==> src/design/owm_pkg.sv <==
// Shared types and constants for the single-wire bus master.
// Used by owm_cfg and one_wire_bus_master; depends on nothing.
`default_nettype none

package owm_pkg;

    // Command codes on the op field
    typedef enum logic [1:0] {
        OP_TICK  = 2'd0,
        OP_RESET = 2'd1,
        OP_WRITE = 2'd2,
        OP_READ  = 2'd3
    } op_t;

    // Configuration register indexes
    typedef enum logic [2:0] {
        REG_RESET_LOW     = 3'd0,
        REG_PRESENCE_WAIT = 3'd1,
        REG_RESET_RECOVER = 3'd2,
        REG_SLOT_START    = 3'd3,
        REG_READ_SAMPLE   = 3'd4,
        REG_SLOT_HOLD     = 3'd5,
        REG_WRITE_RECOVER = 3'd6
    } reg_idx_t;

    localparam int unsigned CFG_DATA_W = 10;
    localparam int unsigned TICK_W     = 10;

    // Reset values of the timing registers
    localparam logic [9:0] RESET_LOW_INIT     = 10'd490;
    localparam logic [7:0] PRESENCE_WAIT_INIT = 8'd68;
    localparam logic [9:0] RESET_RECOVER_INIT = 10'd422;
    localparam logic [3:0] SLOT_START_INIT    = 4'd2;
    localparam logic [3:0] READ_SAMPLE_INIT   = 4'd4;
    localparam logic [6:0] SLOT_HOLD_INIT     = 7'd62;
    localparam logic [3:0] WRITE_RECOVER_INIT = 4'd2;

    // Timing register set handed from the register file to the sequencer
    typedef struct packed {
        logic [9:0] reset_low_ticks;
        logic [7:0] presence_wait_ticks;
        logic [9:0] reset_recovery_ticks;
        logic [3:0] slot_start_ticks;
        logic [3:0] read_sample_ticks;
        logic [6:0] slot_hold_ticks;
        logic [3:0] write_recovery_ticks;
    } timing_t;

endpackage

`default_nettype wire

==> src/design/owm_cfg.sv <==
// Timing register file of the single-wire bus master.
// Depends on owm_pkg for the register indexes and the timing_t struct.
`default_nettype none

module owm_cfg (
    input  wire logic                         clk,
    input  wire logic                         rst_n,
    input  wire logic                         wr_en,
    input  wire logic [2:0]                   wr_index,
    input  wire logic [owm_pkg::CFG_DATA_W-1:0] wr_data,
    output owm_pkg::timing_t                  timing
);

    owm_pkg::timing_t timing_reg;

    // Write one register per transfer; indexes past the list are dropped
    always_ff @(posedge clk or negedge rst_n)
    begin
        if (!rst_n)
        begin
            timing_reg.reset_low_ticks      <= owm_pkg::RESET_LOW_INIT;
            timing_reg.presence_wait_ticks  <= owm_pkg::PRESENCE_WAIT_INIT;
            timing_reg.reset_recovery_ticks <= owm_pkg::RESET_RECOVER_INIT;
            timing_reg.slot_start_ticks     <= owm_pkg::SLOT_START_INIT;
            timing_reg.read_sample_ticks    <= owm_pkg::READ_SAMPLE_INIT;
            timing_reg.slot_hold_ticks      <= owm_pkg::SLOT_HOLD_INIT;
            timing_reg.write_recovery_ticks <= owm_pkg::WRITE_RECOVER_INIT;
        end
        else if (wr_en)
        begin
            unique case (wr_index)
                owm_pkg::REG_RESET_LOW:
                    timing_reg.reset_low_ticks <= wr_data[9:0];
                owm_pkg::REG_PRESENCE_WAIT:
                    timing_reg.presence_wait_ticks <= wr_data[7:0];
                owm_pkg::REG_RESET_RECOVER:
                    timing_reg.reset_recovery_ticks <= wr_data[9:0];
                owm_pkg::REG_SLOT_START:
                    timing_reg.slot_start_ticks <= wr_data[3:0];
                owm_pkg::REG_READ_SAMPLE:
                    timing_reg.read_sample_ticks <= wr_data[3:0];
                owm_pkg::REG_SLOT_HOLD:
                    timing_reg.slot_hold_ticks <= wr_data[6:0];
                owm_pkg::REG_WRITE_RECOVER:
                    timing_reg.write_recovery_ticks <= wr_data[3:0];
                default:
                    ;
            endcase
        end
    end

    assign timing = timing_reg;

endmodule

`default_nettype wire

==> src/design/one_wire_bus_master.sv <==
// Top level of the single-wire bus master: tick sequencer and result register.
// Depends on owm_pkg and owm_cfg.
//
//   channel | direction | handshake             | payload
//   --------+-----------+-----------------------+---------------------------------------
//   in      | in        | in_valid / in_ready   | op, data_byte, line_in
//   out     | out       | out_valid / out_ready | drive_low, busy_res, done_res,
//           |           |                       | read_value, no_presence
//   cfg     | in        | cfg_valid / cfg_ready | cfg_index, cfg_data
//
// One tick item per cycle unless the output stalls: each accepted tick updates the sequencer
// state and loads the result register in the same cycle, so one result appears per tick.
// in_ready stays high while the result register is empty or being drained;
// a stalled output holds the result and blocks further ticks until taken.
// Reset returns the sequencer to idle and the timing registers to defaults.
// cfg_ready is always high; a register write goes straight into the timing register file.
`default_nettype none

module one_wire_bus_master (
    input  wire logic                           clk,
    input  wire logic                           rst_n,
    input  wire logic                           in_valid,
    output logic                                in_ready,
    input  wire logic [1:0]                     op,
    input  wire logic [7:0]                     data_byte,
    input  wire logic                           line_in,
    output logic                                out_valid,
    input  wire logic                           out_ready,
    output logic                                drive_low,
    output logic                                busy_res,
    output logic                                done_res,
    output logic [7:0]                          read_value,
    output logic                                no_presence,
    input  wire logic                           cfg_valid,
    output logic                                cfg_ready,
    input  wire logic [2:0]                     cfg_index,
    input  wire logic [owm_pkg::CFG_DATA_W-1:0] cfg_data
);

    typedef enum logic [3:0] {
        PH_IDLE        = 4'd0,
        PH_RST_LOW     = 4'd1,
        PH_RST_WAIT    = 4'd2,
        PH_RST_RECOVER = 4'd3,
        PH_SLOT_START  = 4'd4,
        PH_W_HOLD      = 4'd5,
        PH_W_RECOVER   = 4'd6,
        PH_R_RELEASE   = 4'd7,
        PH_R_HOLD      = 4'd8
    } phase_t;

    owm_pkg::timing_t timing;

    phase_t                      phase_reg,    phase_next;
    logic [owm_pkg::TICK_W-1:0]  tick_reg,     tick_next;
    logic [7:0]                  shift_reg,    shift_next;
    logic [2:0]                  bit_reg,      bit_next;
    logic [1:0]                  kind_reg,     kind_next;
    logic                        presence_reg, presence_next;
    logic [7:0]                  last_read_reg, last_read_next;

    logic                        out_valid_reg;
    logic                        drive_reg, busy_reg, done_reg;
    logic                        drive_next, busy_next, done_next;

    logic                        in_xfer;
    phase_t                      cur_phase;
    logic [owm_pkg::TICK_W-1:0]  cur_tick;
    logic [7:0]                  cur_shift;
    logic [2:0]                  cur_bit;
    logic [1:0]                  cur_kind;
    logic [owm_pkg::TICK_W-1:0]  len_raw, len_eff, tick_inc;

    owm_cfg u_cfg (
        .clk      (clk),
        .rst_n    (rst_n),
        .wr_en    (cfg_valid),
        .wr_index (cfg_index),
        .wr_data  (cfg_data),
        .timing   (timing)
    );

    assign cfg_ready = 1'b1;
    assign in_ready  = !out_valid_reg || out_ready;
    assign in_xfer   = in_valid && in_ready;

    // Start a command when idle: the start tick is the first tick of its first phase
    always_comb
    begin
        cur_phase = phase_reg;
        cur_tick  = tick_reg;
        cur_shift = shift_reg;
        cur_bit   = bit_reg;
        cur_kind  = kind_reg;
        if (phase_reg == PH_IDLE && op != owm_pkg::OP_TICK)
        begin
            cur_kind = op;
            cur_tick = '0;
            cur_bit  = '0;
            if (op == owm_pkg::OP_RESET)
            begin
                cur_phase = PH_RST_LOW;
            end
            else
            begin
                cur_shift = (op == owm_pkg::OP_WRITE) ? data_byte : 8'd0;
                cur_phase = PH_SLOT_START;
            end
        end
    end

    // Look up the length of the current phase; zero counts as one tick
    always_comb
    begin
        case (cur_phase)
            PH_RST_LOW:     len_raw = timing.reset_low_ticks;
            PH_RST_WAIT:    len_raw = 10'(timing.presence_wait_ticks);
            PH_RST_RECOVER: len_raw = timing.reset_recovery_ticks;
            PH_SLOT_START:  len_raw = 10'(timing.slot_start_ticks);
            PH_W_HOLD:      len_raw = 10'(timing.slot_hold_ticks);
            PH_W_RECOVER:   len_raw = 10'(timing.write_recovery_ticks);
            PH_R_RELEASE:   len_raw = 10'(timing.read_sample_ticks);
            PH_R_HOLD:      len_raw = 10'(timing.slot_hold_ticks);
            default:        len_raw = 10'd1;
        endcase
        len_eff  = (len_raw == '0) ? 10'd1 : len_raw;
        tick_inc = cur_tick + 10'd1;
    end

    // Advance the sequencer by one tick
    always_comb
    begin
        phase_next     = cur_phase;
        tick_next      = cur_tick;
        shift_next     = cur_shift;
        bit_next       = cur_bit;
        kind_next      = cur_kind;
        presence_next  = presence_reg;
        last_read_next = last_read_reg;
        drive_next     = 1'b0;
        busy_next      = 1'b0;
        done_next      = 1'b0;

        if (cur_phase != PH_IDLE)
        begin
            busy_next = 1'b1;
            case (cur_phase)
                PH_RST_LOW, PH_SLOT_START: drive_next = 1'b1;
                PH_W_HOLD:                 drive_next = !cur_shift[0];
                default:                   drive_next = 1'b0;
            endcase

            tick_next = tick_inc;
            if (tick_inc >= len_eff)
            begin
                tick_next = '0;
                unique case (cur_phase)
                    PH_RST_LOW:
                        phase_next = PH_RST_WAIT;
                    PH_RST_WAIT:
                    begin
                        presence_next = line_in;
                        phase_next    = PH_RST_RECOVER;
                    end
                    PH_RST_RECOVER:
                    begin
                        phase_next = PH_IDLE;
                        done_next  = 1'b1;
                    end
                    PH_SLOT_START:
                        phase_next = (cur_kind == owm_pkg::OP_READ) ? PH_R_RELEASE : PH_W_HOLD;
                    PH_W_HOLD:
                    begin
                        shift_next = {1'b0, cur_shift[7:1]};
                        phase_next = PH_W_RECOVER;
                    end
                    PH_W_RECOVER:
                    begin
                        if (cur_bit == 3'd7)
                        begin
                            bit_next   = '0;
                            phase_next = PH_IDLE;
                            done_next  = 1'b1;
                        end
                        else
                        begin
                            bit_next   = cur_bit + 3'd1;
                            phase_next = PH_SLOT_START;
                        end
                    end
                    PH_R_RELEASE:
                    begin
                        shift_next = {line_in, cur_shift[7:1]};
                        phase_next = PH_R_HOLD;
                    end
                    PH_R_HOLD:
                    begin
                        if (cur_bit == 3'd7)
                        begin
                            bit_next       = '0;
                            phase_next     = PH_IDLE;
                            last_read_next = cur_shift;
                            done_next      = 1'b1;
                        end
                        else
                        begin
                            bit_next   = cur_bit + 3'd1;
                            phase_next = PH_SLOT_START;
                        end
                    end
                    default:
                        phase_next = PH_IDLE;
                endcase
            end
        end
    end

    // Hold sequencer state and the result register; update on each tick transfer
    always_ff @(posedge clk or negedge rst_n)
    begin
        if (!rst_n)
        begin
            phase_reg     <= PH_IDLE;
            tick_reg      <= '0;
            shift_reg     <= '0;
            bit_reg       <= '0;
            kind_reg      <= '0;
            presence_reg  <= 1'b1;
            last_read_reg <= '0;
            out_valid_reg <= 1'b0;
        end
        else
        begin
            if (in_xfer)
            begin
                phase_reg     <= phase_next;
                tick_reg      <= tick_next;
                shift_reg     <= shift_next;
                bit_reg       <= bit_next;
                kind_reg      <= kind_next;
                presence_reg  <= presence_next;
                last_read_reg <= last_read_next;
                out_valid_reg <= 1'b1;
            end
            else if (out_ready)
            begin
                out_valid_reg <= 1'b0;
            end
        end
    end

    // Load result payload alongside the state update
    always_ff @(posedge clk)
    begin
        if (in_xfer)
        begin
            drive_reg <= drive_next;
            busy_reg  <= busy_next;
            done_reg  <= done_next;
        end
    end

    assign out_valid   = out_valid_reg;
    assign drive_low   = drive_reg;
    assign busy_res    = busy_reg;
    assign done_res    = done_reg;
    assign read_value  = last_read_reg;
    assign no_presence = presence_reg;

endmodule

`default_nettype wire

==> config.mk <==
export PLATFORM = sky130hd
export DESIGN_NAME = one_wire_bus_master
export DESIGN_NICKNAME = d
export VERILOG_FILES = /design/src/design/owm_pkg.sv /design/src/design/owm_cfg.sv /design/src/design/one_wire_bus_master.sv
export SDC_FILE = /design/constraint.sdc
export NUM_CORES = 1
export LEC_CHECK = 0
export BUFFER_PORTS_ARGS = -buffer_cell sky130_fd_sc_hd__clkbuf_2
export CAP_MARGIN = 20
export CORE_ASPECT_RATIO = 0.7
export CORE_MARGIN = 1
export CORE_UTILIZATION = 60
export DETAILED_ROUTE_END_ITERATION = 10
export HOLD_SLACK_MARGIN = 0.06
export PLACE_DENSITY = 0.8
export SYNTH_ARGS = -nofsm -noshare
export SYNTH_HDL_FRONTEND = slang
export SYNTH_SLANG_ARGS = --single-unit
==> constraint.sdc <==
create_clock -name clk -period 4.8 [get_ports clk]
set_clock_uncertainty 0.1 [all_clocks]
set_input_delay 0.24 -clock clk [delete_from_list [all_inputs] [get_ports clk]]
set_output_delay 0.24 -clock clk [all_outputs]
set_load 0.02 [all_outputs]
==> impl_metrics.ini <==
[floorplanning]
initial_core_util_pct = 63.41
die_h_um = 76.40
io_pins = 44
die_w_um = 108.3
coreArea_mm2 = 0.007482
rows = 26
die_area_mm2 = 0.008273

[critical_path]
cp_max_fo = 17
critical_path.top_delay_family = simple AND/OR/NAND/NOR gates
crit_slowest_cell = dfrtp_1
end_kind = flip-flop
r2r_cells = 16
crit_required_ps = 4930
worstPathArrival_ps = 4300
crit_cells = 16
cp_slowest_stage_delay_ps = 660
startpoint_type = flip-flop
path_cells = nor2_1 > nand3b_1 > and2_1 > ha_1 > nand2_1 > nor3_1 > nand3_1 > xor2_1 > nor2_1 > ha_1 > nand2_1 > nor2_1 > a31oi_4 > nor4_4 > buf_4 > mux2_4
worstSetupPathType = flip-flop to flip-flop
critPathBufInv = 1
cp_common_cell = nor2_1

[final_layout]
final_util_pct = 71.52
instances_no_fill = 581
diodes = 0
multiInputGateArea_mm2 = 0.002351
area_growth_pct = 12.79
layout_commonest_cell = dfrtp_1
seqCellArea_mm2 = 0.002220
largest_reg_flops = 47
final_cell_mix = 62 x dfrtp_1, 55 x mux2_2, 41 x clkbuf_2
fillers = 548
final_layout_size_suffix_gt1_share_pct = 32.71
nNetsFinal = 520

[synthesis]
yosysSeqAreaShare_pct = 46.78
muxShareOfSynthArea_pct = 17.11
syn_inst = 435
syn-num-nets = 477
synth.distinct_cells = 62
synth_compound_area_share_pct = 12.03
synth_xor_area_share_pct = 1.477
syn-cell-area_mm2 = 0.004745
synth-edff-count = 3
synth_top_family_by_area = multiplexers
synth_warnings = 0
avgSynthCellArea_um2 = 10.91
synthAdderAreaFrac_pct = 3.428
yosys.area_share.simple_pct = 15.43
async_reset_ff_share_pct = 96.55
ys_ff_latch = 87
synth_ff_type = dfrtp_1

[placement]
dp_cells = 560
io_buffers = 42
dp_hpwl_mm = 7.483
place.gp.congestion = 0.8994

[drt]
wl_per_cell_um = 18.14
vias = 3632
firstDrtPassIters = 5
wirelength_mm = 10.54
drtIter0Drc = 306
postRouteAntennaNets = 0
vias_per_cell = 6.251
drcViolationCount = 0

[timing]
setup_viol = 0
hold_viol = 0
slew_headroom_pct = 29.71
fin_tns_setup_ps = 0
fmax_mhz = 239.4
rsz0062_at_grt = false
post-route-period-util_pct = 87.02
slew_viol_final = 0
max_slew.worst_pin.slew_ps = 1049
min_period_ps = 4177

[global_route]
grt_pass1_wl_mm = 17.47
grt_util_all_layers_pct = 27.63
grt_start_max_net_pins = 85
grt_antenna_before_repair = 0
grt_pass1_vias = 3503
gr-total-overflow = 0

[min_path]
hold_path_class = input port to flip-flop
hold-path-cell-count = 2

[clocking]
path_clk_slew_ps = 60
clkSinkCount = 87
cts_buffers = 9
clock_path_buffers = 2
clock_latency_ps = 340
tritoncts = yes
clock-root-buffer = clkbuf_16
htreeDepth = 3

[power_and_ir_drop]
p_leak_uw = 0.002266
p_per_area_mw_per_mm2 = 549.5
ir_drop_mv = 0.3828

[status]
status = complete, no violations

[job]
drv_cap = 0
==> per-layer routing <==
| layer | routed length (um) | track usage, % |
|---|---|---|
| met1 | 4969 | 40.15 |
| met2 | 4798 | 41.59 |
| met3 | 646 | 6.758 |
| met4 | 123 | 6.892 |
| met5 | 0 | 0 |
==> Yosys cell counts (all sizes together) (6+ instances only) <==
cell type / number / area (um2)
inv: 13 / 48.80
nor3: 12 / 70.07
nand3: 9 / 45.04
nor3b: 10 / 80.07
nor2: 27 / 103.9
o21ai: 20 / 103.9
buf: 13 / 83.83
a21oi: 26 / 137.6
mux2i: 11 / 110.1
ha: 13 / 162.7
mux2: 56 / 634.4
nand2b: 7 / 43.79
clkbuf: 10 / 37.54
nand2: 39 / 146.4
dfstp: 22 / 578.1
xor2: 6 / 52.55
dfrtp: 62 / 1551
a221o: 10 / 100.1
==> cells by family after synthesis <==
group / count (synthesis)
and+or+nand+nor: 137
DFF: 87
AOI/OAI and AO/OA: 82
muxes: 70
buffers and inverters: 37
adders and majority gates: 13
xor gates and xnor gates: 8
other: 1
==> what timing repair did <==
item | CTS | global route
resized for setup | 0 | 0
setup buffers | 0 | 0
hold buffers | 4 | 0
hold endpoints to repair | 65 | 0
==> power breakdown <==
group	leakage [uW]	internal (uW)	switching (uW)	total (uW)
combinational	0.00112	514	704	1220
clock	0.000134	379	259	638
sequential	0.00101	937	148	1080
total	0.00227	1830	1110	2940
==> per-stage QoR <==
| stage | setup WS [ps] | hold WS, ps | power [uW] | cell area (um2) |
|---|---|---|---|---|
| floorplan | 1111 | -155.6 | 1992 | 4745 |
| global placement | 852.1 | 344.8 | 2233 | 5019 |
| detailed placement | 735.4 | 352.6 | 2288 | 5019 |
| CTS | 719.3 | 64.28 | 2942 | 5331 |
| global route | 266.4 | 71.05 | 3133 | 5351 |
| finish | 623.3 | 69.45 | 2941 | 5351 |
==> worst paths after layout <==
check	from	to	slack, ps
worst max register to register	phase_reg[3]	read_value[0]	620
max in group asynchronous	rst_n	u_cfg.timing[21]	3620
worst min-delay path	cfg_data[9]	u_cfg.timing[28]	70
worst min register to register	shift_reg[1]	shift_reg[1]	400
min in group asynchronous	rst_n	out_valid	320
worst max-delay path	phase_reg[3]	read_value[0]	620
==> layout make-up <==
type / count / area share, %
inverters: 14 / 0.9820
repair buffers: 55 / 6.219
clock inverters: 1 / 0.09352
well taps: 98 / 2.291
multi-input cells: 311 / 43.93
flip-flops and latches: 87 / 41.48
clock buffers: 15 / 5.004
(Power assumes the default switching activity.)
